[src/rtl/closed_polygon_subdivision_smoother_core_assert.svh]
// ---------------------------------------------------------------------------
// Assertion macros
// Concurrent assertion shorthands for the smoother RTL.
// ---------------------------------------------------------------------------
`ifndef CLOSED_POLYGON_SUBDIVISION_SMOOTHER_CORE_ASSERT_SVH
`define CLOSED_POLYGON_SUBDIVISION_SMOOTHER_CORE_ASSERT_SVH

// same-cycle implication
`define CPSS_ASSERT_IMP(label, clk, rst_n, ante, cons) \
    label: assert property (@(posedge clk) disable iff (!rst_n) (ante) |-> (cons)) \
        else $error("cpss same-cycle check failed");

// next-cycle implication
`define CPSS_ASSERT_NXT(label, clk, rst_n, ante, cons) \
    label: assert property (@(posedge clk) disable iff (!rst_n) (ante) |=> (cons)) \
        else $error("cpss next-cycle check failed");

`endif

[src/rtl/cpss_pkg.sv]
// ---------------------------------------------------------------------------
// cpss_pkg
// Widths, types and constants of the polygon subdivision smoother.
// ---------------------------------------------------------------------------
package cpss_pkg;

    localparam int COORD_WIDTH      = 20;
    localparam int FACTOR_FRAC_BITS = 12;
    localparam int FACTOR_WIDTH     = 16;

    localparam logic signed [FACTOR_WIDTH-1:0] FACTOR_RESET = FACTOR_WIDTH'(2048);

    // points left in a job: at most three triples of two points
    localparam int CNT_WIDTH = 3;
    localparam logic [CNT_WIDTH-1:0] CNT_NONE  = 3'd0;
    localparam logic [CNT_WIDTH-1:0] CNT_ONE   = 3'd1;
    localparam logic [CNT_WIDTH-1:0] CNT_TRI1  = 3'd2;
    localparam logic [CNT_WIDTH-1:0] CNT_TRI2  = 3'd4;
    localparam logic [CNT_WIDTH-1:0] CNT_TRI3  = 3'd6;

    localparam logic KIND_MID    = 1'b0;
    localparam logic KIND_CORNER = 1'b1;

    typedef logic signed [COORD_WIDTH-1:0] t_coord;

    typedef struct packed {
        t_coord x;
        t_coord y;
    } t_vtx;

    typedef struct packed {
        logic valid;
        logic kind;
        logic last;
        t_vtx a;
        t_vtx b;
        t_vtx c;
    } t_issue;

endpackage

[src/rtl/cpss_vtx_if.sv]
// ---------------------------------------------------------------------------
// cpss_vtx_if
// Vertex channel: valid/ready handshake with one polygon vertex.
// ---------------------------------------------------------------------------
interface cpss_vtx_if;
    logic            valid;
    logic            ready;
    cpss_pkg::t_coord in_x;
    cpss_pkg::t_coord in_y;
    logic            in_last;

    modport source (output valid, output in_x, output in_y, output in_last, input ready);
    modport sink   (input valid, input in_x, input in_y, input in_last, output ready);
endinterface

[src/rtl/cpss_pt_if.sv]
// ---------------------------------------------------------------------------
// cpss_pt_if
// Result point channel: valid/ready handshake with one output point.
// ---------------------------------------------------------------------------
interface cpss_pt_if;
    logic            valid;
    logic            ready;
    cpss_pkg::t_coord out_x;
    cpss_pkg::t_coord out_y;
    logic            out_kind;
    logic            out_last;

    modport source (output valid, output out_x, output out_y, output out_kind,
                    output out_last, input ready);
    modport sink   (input valid, input out_x, input out_y, input out_kind,
                    input out_last, output ready);
endinterface

[src/rtl/cpss_ctrl.sv]
// ---------------------------------------------------------------------------
// cpss_ctrl
// Vertex history and job sequencer: builds up to three triples per vertex
// and issues their points one per cycle while the point datapath takes them.
// ---------------------------------------------------------------------------
`include "closed_polygon_subdivision_smoother_core_assert.svh"

module cpss_ctrl (
    input  logic             i_clk,
    input  logic             i_rst_n,
    cpss_vtx_if.sink         i_vtx,
    input  logic             i_take,
    output cpss_pkg::t_issue o_issue
);

    localparam logic [1:0] SEEN_NONE = 2'd0;
    localparam logic [1:0] SEEN_ONE  = 2'd1;
    localparam logic [1:0] SEEN_TWO  = 2'd2;

    cpss_pkg::t_vtx r_first, r_second, r_older, r_newer;
    logic [1:0]     r_seen, n_seen;

    cpss_pkg::t_vtx r_ja [3];
    cpss_pkg::t_vtx r_jb [3];
    cpss_pkg::t_vtx r_jc [3];
    cpss_pkg::t_vtx n_ja [3];
    cpss_pkg::t_vtx n_jb [3];
    cpss_pkg::t_vtx n_jc [3];

    logic [cpss_pkg::CNT_WIDTH-1:0] r_rem, n_cnt;
    logic                           r_phase;
    logic                           r_job_last;

    cpss_pkg::t_vtx v;
    logic           fire;
    logic           accept;

    assign v.x = i_vtx.in_x;
    assign v.y = i_vtx.in_y;

    assign fire        = (r_rem != cpss_pkg::CNT_NONE) && i_take;
    assign i_vtx.ready = (r_rem == cpss_pkg::CNT_NONE) ||
                         ((r_rem == cpss_pkg::CNT_ONE) && i_take);
    assign accept      = i_vtx.valid && i_vtx.ready;

    // build the job for the incoming vertex
    always_comb begin
        for (int i = 0; i < 3; i++) begin
            n_ja[i] = v;
            n_jb[i] = v;
            n_jc[i] = v;
        end
        n_cnt  = cpss_pkg::CNT_NONE;
        n_seen = r_seen;
        if (!i_vtx.in_last) begin
            case (r_seen)
                SEEN_NONE: begin
                    n_seen = SEEN_ONE;
                end
                SEEN_ONE: begin
                    n_seen = SEEN_TWO;
                end
                default: begin
                    n_ja[0] = r_older;
                    n_jb[0] = r_newer;
                    n_cnt   = cpss_pkg::CNT_TRI1;
                end
            endcase
        end else begin
            n_seen = SEEN_NONE;
            case (r_seen)
                SEEN_NONE: begin
                    n_cnt = cpss_pkg::CNT_TRI1;
                end
                SEEN_ONE: begin
                    n_ja[0] = r_first;
                    n_jc[0] = r_first;
                    n_jb[1] = r_first;
                    n_cnt   = cpss_pkg::CNT_TRI2;
                end
                default: begin
                    n_ja[0] = r_older;
                    n_jb[0] = r_newer;
                    n_ja[1] = r_newer;
                    n_jc[1] = r_first;
                    n_jb[2] = r_first;
                    n_jc[2] = r_second;
                    n_cnt   = cpss_pkg::CNT_TRI3;
                end
            endcase
        end
    end

    always_ff @(posedge i_clk) begin
        if (!i_rst_n) begin
            r_seen     <= SEEN_NONE;
            r_rem      <= cpss_pkg::CNT_NONE;
            r_phase    <= cpss_pkg::KIND_MID;
            r_job_last <= 1'b0;
        end else if (accept) begin
            r_seen     <= n_seen;
            r_rem      <= n_cnt;
            r_phase    <= cpss_pkg::KIND_MID;
            r_job_last <= i_vtx.in_last;
        end else if (fire) begin
            r_rem   <= r_rem - cpss_pkg::CNT_ONE;
            r_phase <= ~r_phase;
        end
    end

    always_ff @(posedge i_clk) begin
        if (accept) begin
            for (int i = 0; i < 3; i++) begin
                r_ja[i] <= n_ja[i];
                r_jb[i] <= n_jb[i];
                r_jc[i] <= n_jc[i];
            end
            if (r_seen == SEEN_NONE) begin
                r_first <= v;
            end
            if (r_seen == SEEN_ONE) begin
                r_second <= v;
            end
            r_older <= r_newer;
            r_newer <= v;
        end else if (fire && (r_phase == cpss_pkg::KIND_CORNER)) begin
            // advance to the next triple
            for (int i = 0; i < 2; i++) begin
                r_ja[i] <= r_ja[i+1];
                r_jb[i] <= r_jb[i+1];
                r_jc[i] <= r_jc[i+1];
            end
        end
    end

    assign o_issue.valid = (r_rem != cpss_pkg::CNT_NONE);
    assign o_issue.kind  = r_phase;
    assign o_issue.last  = r_job_last && (r_rem == cpss_pkg::CNT_ONE);
    assign o_issue.a     = r_ja[0];
    assign o_issue.b     = r_jb[0];
    assign o_issue.c     = r_jc[0];

    `CPSS_ASSERT_IMP(a_rem_bound, i_clk, i_rst_n, 1'b1, r_rem <= cpss_pkg::CNT_TRI3)
    `CPSS_ASSERT_IMP(a_busy_blocks, i_clk, i_rst_n, r_rem > cpss_pkg::CNT_ONE, !i_vtx.ready)
    `CPSS_ASSERT_NXT(a_last_restarts, i_clk, i_rst_n, accept && i_vtx.in_last,
                     (r_seen == SEEN_NONE) && (r_rem != cpss_pkg::CNT_NONE))
    `CPSS_ASSERT_NXT(a_triple_job, i_clk, i_rst_n,
                     accept && !i_vtx.in_last && (r_seen == SEEN_TWO),
                     (r_rem == cpss_pkg::CNT_TRI1) && (r_phase == cpss_pkg::KIND_MID))

endmodule

[src/rtl/cpss_point.sv]
// ---------------------------------------------------------------------------
// cpss_point
// Point datapath: edge midpoint or blended corner, saturated, into the
// result register.
// ---------------------------------------------------------------------------
module cpss_point (
    input  logic                                        i_clk,
    input  logic                                        i_rst_n,
    input  cpss_pkg::t_issue                            i_issue,
    input  logic signed [cpss_pkg::FACTOR_WIDTH-1:0]    i_factor,
    output logic                                        o_take,
    cpss_pt_if.source                                   o_pt
);

    localparam int CW = cpss_pkg::COORD_WIDTH;
    localparam int DW = CW + 2;
    localparam int PW = DW + cpss_pkg::FACTOR_WIDTH;
    localparam int SW = PW + 1;
    localparam int SH = cpss_pkg::FACTOR_FRAC_BITS + 2;
    localparam logic signed [SW-1:0] SAT_HI = SW'((64'sd1 <<< (CW - 1)) - 64'sd1);
    localparam logic signed [SW-1:0] SAT_LO = SW'(-(64'sd1 <<< (CW - 1)));

    function automatic cpss_pkg::t_coord mid_coord(input cpss_pkg::t_coord a,
                                                   input cpss_pkg::t_coord b);
        logic signed [CW:0] s;
        s = (CW+1)'(a) + (CW+1)'(b);
        return s[CW:1];
    endfunction

    function automatic cpss_pkg::t_coord corner_coord(
        input cpss_pkg::t_coord                     a,
        input cpss_pkg::t_coord                     b,
        input cpss_pkg::t_coord                     c,
        input logic signed [cpss_pkg::FACTOR_WIDTH-1:0] t);
        logic signed [DW-1:0] d;
        logic signed [PW-1:0] p;
        logic signed [SW-1:0] s;
        d = DW'(a) - (DW'(b) <<< 1) + DW'(c);
        p = PW'(d) * PW'(t);
        s = SW'(p >>> SH) + SW'(b);
        if (s > SAT_HI) begin
            return SAT_HI[CW-1:0];
        end else if (s < SAT_LO) begin
            return SAT_LO[CW-1:0];
        end
        return s[CW-1:0];
    endfunction

    logic             r_valid;
    cpss_pkg::t_coord r_x, r_y;
    logic             r_kind, r_last;
    cpss_pkg::t_coord n_x, n_y;

    assign o_take = !r_valid || o_pt.ready;

    always_comb begin
        if (i_issue.kind == cpss_pkg::KIND_CORNER) begin
            n_x = corner_coord(i_issue.a.x, i_issue.b.x, i_issue.c.x, i_factor);
            n_y = corner_coord(i_issue.a.y, i_issue.b.y, i_issue.c.y, i_factor);
        end else begin
            n_x = mid_coord(i_issue.a.x, i_issue.b.x);
            n_y = mid_coord(i_issue.a.y, i_issue.b.y);
        end
    end

    always_ff @(posedge i_clk) begin
        if (!i_rst_n) begin
            r_valid <= 1'b0;
        end else if (o_take) begin
            r_valid <= i_issue.valid;
        end
    end

    always_ff @(posedge i_clk) begin
        if (o_take && i_issue.valid) begin
            r_x    <= n_x;
            r_y    <= n_y;
            r_kind <= i_issue.kind;
            r_last <= i_issue.last;
        end
    end

    assign o_pt.valid    = r_valid;
    assign o_pt.out_x    = r_x;
    assign o_pt.out_y    = r_y;
    assign o_pt.out_kind = r_kind;
    assign o_pt.out_last = r_last;

endmodule

[src/rtl/closed_polygon_subdivision_smoother_core.sv]
// ---------------------------------------------------------------------------
// closed_polygon_subdivision_smoother_core
// One corner-cutting subdivision pass over a closed polygon.
// ---------------------------------------------------------------------------
//   i_vtx carries the polygon vertices in order; in_last marks the final one.
//   o_pt returns, per vertex triple, an edge midpoint (out_kind 0) followed
//   by the blended corner (out_kind 1); out_last flags the final point.
//   i_cfg_wr_en/i_cfg_wr_data write the signed Q4.12 smoothing factor;
//   write it only while no transaction is in flight.
//   The first point of a vertex is issued from the job registers, then
//   captured in the result register, from which o_pt presents it.
//   The result register passes one point per cycle while o_pt is ready;
//   a vertex yields no points if it is the first or second of a polygon,
//   two for the others, and two, four or six for the final vertex.
//   The next vertex is taken in the cycle the previous job issues its last
//   point, while the result register may still hold an untaken point.
//   A stall on o_pt holds the result register and then blocks i_vtx.
//   Reset clears the vertex count, empties the pipeline and sets the
//   factor to 0.5.
// ---------------------------------------------------------------------------
module closed_polygon_subdivision_smoother_core (
    input  logic                                     i_clk,
    input  logic                                     i_rst_n,
    input  logic                                     i_cfg_wr_en,
    input  logic signed [cpss_pkg::FACTOR_WIDTH-1:0] i_cfg_wr_data,
    cpss_vtx_if.sink                                 i_vtx,
    cpss_pt_if.source                                o_pt
);

    logic signed [cpss_pkg::FACTOR_WIDTH-1:0] r_factor;
    cpss_pkg::t_issue                         issue;
    logic                                     take;

    always_ff @(posedge i_clk) begin
        if (!i_rst_n) begin
            r_factor <= cpss_pkg::FACTOR_RESET;
        end else if (i_cfg_wr_en) begin
            r_factor <= i_cfg_wr_data;
        end
    end

    cpss_ctrl u_ctrl (
        .i_clk   (i_clk),
        .i_rst_n (i_rst_n),
        .i_vtx   (i_vtx),
        .i_take  (take),
        .o_issue (issue)
    );

    cpss_point u_point (
        .i_clk    (i_clk),
        .i_rst_n  (i_rst_n),
        .i_issue  (issue),
        .i_factor (r_factor),
        .o_take   (take),
        .o_pt     (o_pt)
    );

endmodule
[src/flat_wrapper.sv]
// flat-port wrapper written by rule: the top's interface ports become plain ports
module closed_polygon_subdivision_smoother_core_flat 
  (i_clk, i_rst_n, i_cfg_wr_en, i_cfg_wr_data, i_vtx_valid, i_vtx_in_x, i_vtx_in_y, i_vtx_in_last, i_vtx_ready, o_pt_valid, o_pt_out_x, o_pt_out_y, o_pt_out_kind, o_pt_out_last, o_pt_ready);
  cpss_vtx_if i_vtx_i ();
  cpss_pt_if o_pt_i ();
  input  logic i_clk;
  input  logic i_rst_n;
  input  logic i_cfg_wr_en;
  input  logic signed [cpss_pkg::FACTOR_WIDTH-1:0] i_cfg_wr_data;
  input wire logic [$bits(i_vtx_i.valid)-1:0] i_vtx_valid;
  input wire logic [$bits(i_vtx_i.in_x)-1:0] i_vtx_in_x;
  input wire logic [$bits(i_vtx_i.in_y)-1:0] i_vtx_in_y;
  input wire logic [$bits(i_vtx_i.in_last)-1:0] i_vtx_in_last;
  output wire logic [$bits(i_vtx_i.ready)-1:0] i_vtx_ready;
  output wire logic [$bits(o_pt_i.valid)-1:0] o_pt_valid;
  output wire logic [$bits(o_pt_i.out_x)-1:0] o_pt_out_x;
  output wire logic [$bits(o_pt_i.out_y)-1:0] o_pt_out_y;
  output wire logic [$bits(o_pt_i.out_kind)-1:0] o_pt_out_kind;
  output wire logic [$bits(o_pt_i.out_last)-1:0] o_pt_out_last;
  input wire logic [$bits(o_pt_i.ready)-1:0] o_pt_ready;
  assign i_vtx_i.valid = i_vtx_valid;
  assign i_vtx_i.in_x = i_vtx_in_x;
  assign i_vtx_i.in_y = i_vtx_in_y;
  assign i_vtx_i.in_last = i_vtx_in_last;
  assign i_vtx_ready = i_vtx_i.ready;
  assign o_pt_valid = o_pt_i.valid;
  assign o_pt_out_x = o_pt_i.out_x;
  assign o_pt_out_y = o_pt_i.out_y;
  assign o_pt_out_kind = o_pt_i.out_kind;
  assign o_pt_out_last = o_pt_i.out_last;
  assign o_pt_i.ready = o_pt_ready;
  closed_polygon_subdivision_smoother_core u_core (.i_clk(i_clk), .i_rst_n(i_rst_n), .i_cfg_wr_en(i_cfg_wr_en), .i_cfg_wr_data(i_cfg_wr_data), .i_vtx(i_vtx_i), .o_pt(o_pt_i));
endmodule
[config.mk]
export PLATFORM = sky130hd
export DESIGN_NAME = closed_polygon_subdivision_smoother_core_flat
export DESIGN_NICKNAME = d
export VERILOG_FILES = /design/src/rtl/cpss_pkg.sv /design/src/rtl/cpss_vtx_if.sv /design/src/rtl/cpss_pt_if.sv /design/src/rtl/cpss_ctrl.sv /design/src/rtl/cpss_point.sv /design/src/rtl/closed_polygon_subdivision_smoother_core.sv /design/src/flat_wrapper.sv
export VERILOG_INCLUDE_DIRS = /design/src /design/src/rtl
export SDC_FILE = /design/constraint.sdc
export NUM_CORES = 2
export LEC_CHECK = 0
export ABC_AREA = 1
export BUFFER_PORTS_ARGS = -buffer_cell sky130_fd_sc_hd__buf_2
export CORE_ASPECT_RATIO = 0.75
export CORE_MARGIN = 8
export CORE_UTILIZATION = 46
export CTS_BUF_LIST = sky130_fd_sc_hd__clkbuf_4
export CTS_CLUSTER_SIZE = 28
export DETAILED_ROUTE_END_ITERATION = 8
export PLACE_DENSITY_LB_ADDON = 0.2
export SLEW_MARGIN = 15
export SYNTH_ARGS = -nofsm -noshare
export SYNTH_HDL_FRONTEND = slang
export SYNTH_HIERARCHICAL = 1
export SYNTH_SLANG_ARGS = --single-unit
[constraint.sdc]
create_clock -name i_clk -period 19.73 [get_ports i_clk]
set_clock_uncertainty 0.2 [all_clocks]
set_input_delay 2.9595 -clock i_clk [delete_from_list [all_inputs] [get_ports i_clk]]
set_output_delay 2.9595 -clock i_clk [all_outputs]
set_load 0.02 [all_outputs]
==> flow_metrics.py <==
metrics = {
    "status": {
        "status": "finished clean",
    },
    "final_layout": {
        "drive_gt1_share_pct": 7.67,
        "layout_common_cells": "nand2_1 (1896), inv_1 (1370), fa_1 (734)",
        "area_growth_pct": 5.12,
        "multi_input_area_um2": 35800,
        "n_fill_cell": 12600,
        "seq_area_um2": 16200,
        "final_nets": 8184,
        "final_cells": 8861,
        "final_common_cell": "nand2_1",
    },
    "clock_tree": {
        "cts-htree-levels": 4,
        "cts_tree": "yes",
        "post_cts_buffers": 0,
        "clk_transition_reported_paths_ns": 0.06,
        "cts_buffers": 144,
        "cts_buffer_depth": 3,
        "cts.sinks": 546,
        "clock_latency_ns": 1.11,
        "cts-root-buf": "clkbuf_4",
        "cts_resized": 0,
        "holdBufCountCts": 0,
    },
    "detailed_routing": {
        "postRouteAntennaNets": 0,
        "wl_per_cell_um": 20.0,
        "drtIter0Drc": 4675,
        "avgViaCountPerCell": 5.28,
        "wirelength_um": 177000,
        "firstDrtPassIters": 6,
        "route.detailed.drc": 0,
        "dr_total_vias": 46800,
    },
    "worst_setup_path": {
        "worstRegToRegCells": 46,
        "slowest_stage": "fa_1",
        "worstPathMaxFanout": 19,
        "cp.required_ns": 20.30,
        "worstSetupPathType": "reg2reg",
        "critPathLaunchType": "flop",
        "reg2reg_slack_ns": 8.20,
        "crit_top_cell": "nand2_1",
        "worstSetupEndpointType": "flop",
        "r2r-start": "u_core/u_ctrl/r_jb[0][1]",
        "worst_path_largest_cell_delay_ns": 0.58,
        "reg2reg_to": "u_core/u_point/o_pt.out_y[4]",
        "worstPathArrival_ns": 12.10,
    },
    "timing": {
        "max_slew_margin_pct": 22.9,
        "fin_setup_tns_ns": 0,
        "hold_viol": 0,
        "slew_viol_final": 0,
        "fin_crit_ns": 11.53,
        "fmax_mhz": 86.7,
        "finalSetupViolCount": 0,
        "fin_crit_sh_pct": 58.5,
        "grt_setup_unrepaired": "no",
        "tightest_slew_ns": 1.15,
    },
    "logic_synthesis": {
        "synthXorXnorAreaFrac_pct": 1.97,
        "synth_cell_type_count": 62,
        "synthAdderAreaFrac_pct": 31.5,
        "synth_top_cells_by_area": "edfxtp_1 (27%), fa_1 (25%), nand2_1 (12%), inv_1 (8.7%), ha_1 (6.7%)",
        "synth_edf_count": 522,
        "syn-cell-area_um2": 59100,
        "yosysWarnings": 6,
        "synth_area_leader_cell": "edfxtp_1",
        "synth_compound_area_share_pct": 5.16,
        "postSynthCellCount": 7107,
        "synth_simple_gate_area_share_pct": 21.6,
        "synth_nets": 8219,
        "yosysTopAreaCellShare_pct": 26.5,
        "synth_top_family_by_area": "adder cells",
        "synth_async_sr_flop_share_pct": 0,
        "ys.flop_type": "edfxtp_1",
        "avgSynthCellArea_um2": 8.32,
        "synthMuxAreaShare_pct": 0,
        "synth_seq_cells": 546,
        "synth_seq_area_share_pct": 27.3,
    },
    "floorplan": {
        "dieArea_um2": 140000,
        "num_rows": 114,
        "floorplan.initialDensity_pct": 46.1,
        "pin_count": 106,
        "die_y_um": 327,
        "dieWidth_um": 430,
        "core-area_um2": 128000,
    },
    "placed_design": {
        "dp_cells": 8608,
        "hpwl_um": 134000,
        "place_congestion": 0.944,
        "port-buffer-count": 105,
    },
    "grt": {
        "grt_usage_pct": 25.2,
        "grt_antenna_before_repair": 14,
        "grt_max_degree": 167,
        "grt_pass1_vias": 46600,
        "overflow": 0,
        "grt_pass1_wl_um": 276000,
    },
    "hold_path": {
        "min_path_type": "reg2reg",
        "min_from": "u_core/u_ctrl/r_newer[8]",
        "whs_endpoint": "u_core/u_ctrl/r_older[8]",
        "hold_path_depth": 0,
    },
    "flow_run": {
        "drv_cap": 0,
    },
}
## registers in the layout (all words and copies together) (netlist names)
register	flops
u_core/u_point/o_pt.out_x	20
u_core/u_ctrl/r_jc	120
u_core/u_ctrl/r_first	40
u_core/r_factor	16
u_core/u_point/o_pt.out_y	20
u_core/u_ctrl/r_second	40
u_core/u_point/o_pt.out_kind	1
u_core/u_ctrl/r_seen	2
u_core/u_ctrl/r_jb	120
u_core/u_ctrl/r_rem	3
u_core/u_ctrl/r_ja	81
u_core/u_ctrl/r_phase	1
u_core/u_ctrl/r_newer	39
u_core/u_ctrl/r_older	40
u_core/u_ctrl/r_job_last	1
u_core/u_point/o_pt.out_last	1
u_core/u_point/o_pt.valid	1
## cells in the mapped netlist (all sizes together), types with 56 or more instances
cell type,n
a21oi,244
buf,249
clkbuf,108
edfxtp,522
fa,734
ha,316
inv,1386
nand2,1920
nand3,433
nor2,569
o21ai,186
xnor2,56
xor2,75
## layout make-up
type                       instances  share of cell area, %
clock buffer                     199                   2.40
clock inverter                    42                  0.419
inverter                        1397                   8.44
timing repair buffer             176                   1.73
antenna                           12                 0.0483
sequential                       546                   26.0
multi-input combinational       4807                   57.6
tap                             1682                   3.39
## stage by stage
step / worst slack, ns / area, um^2 / util [%] / hold WS, ns
6_report: 8.20 / 62200 / 48.5 / 0.264
5_1_grt: 7.57 / 62200 / 48.5 / 0.252
4_1_cts: 8.17 / 62100 / 48.5 / 0.260
3_5_place_dp: 8.27 / 60400 / 47.1 / 0.261
3_3_place_gp: 8.42 / 60400 / 47.1 / 0.259
2_1_floorplan: 4.85 / 59100 / - / 0.226
## how the worst max path moves through the flow
stage	start	end	slack (ns)	cells after the start
floorplan	o_pt_ready	u_core/u_ctrl/r_ja[0][0]	4.85	4
global placement	u_core/u_ctrl/r_jb[0][1]	u_core/u_point/o_pt.out_y[7]	8.42	44
detailed placement	u_core/u_ctrl/r_jb[0][1]	u_core/u_point/o_pt.out_y[4]	8.27	44
CTS	u_core/u_ctrl/r_jb[0][1]	u_core/u_point/o_pt.out_y[4]	8.17	44
global route	u_core/u_ctrl/r_ja[0][23]	u_core/u_point/o_pt.out_x[9]	7.57	51
finish	u_core/u_ctrl/r_jb[0][1]	u_core/u_point/o_pt.out_y[4]	8.20	46
## routing by layer
metal	vias to the layer above	track usage, %	share of wire, %
met4	2	6.07	1.9
met3	219	5.61	9.5
li1	21800	-	-
met1	22900	37.9	46
met2	1874	36.9	42
met5	-	0	0.0073
## critical path: cells and delay by family, from the launching register on
kind | cells | cell delay, ns
AO/OA/AOI/OAI | 13 | 2.97
flip-flops | 1 | 0.48
AND/OR/NAND/NOR | 15 | 1.71
adder cells (fa/ha/maj) | 10 | 4.73
buffers and inverters | 7 | 0.80
XOR/XNOR | 1 | 0.36
## logic make-up (layout without fill, tap and decap cells)
kind of cell / after synthesis / count (layout)
xor gates and xnor gates: 131 / 131
and+or+nand+nor: 3086 / 3086
buffers and inverters: 1754 / 1814
other: 0 / 12
AOI/OAI and AO/OA: 540 / 540
DFF: 546 / 546
adders and majority gates: 1050 / 1050
Power is not shown: default switching activity piles up to over one toggle a cycle in this logic, so the estimate is an artifact.
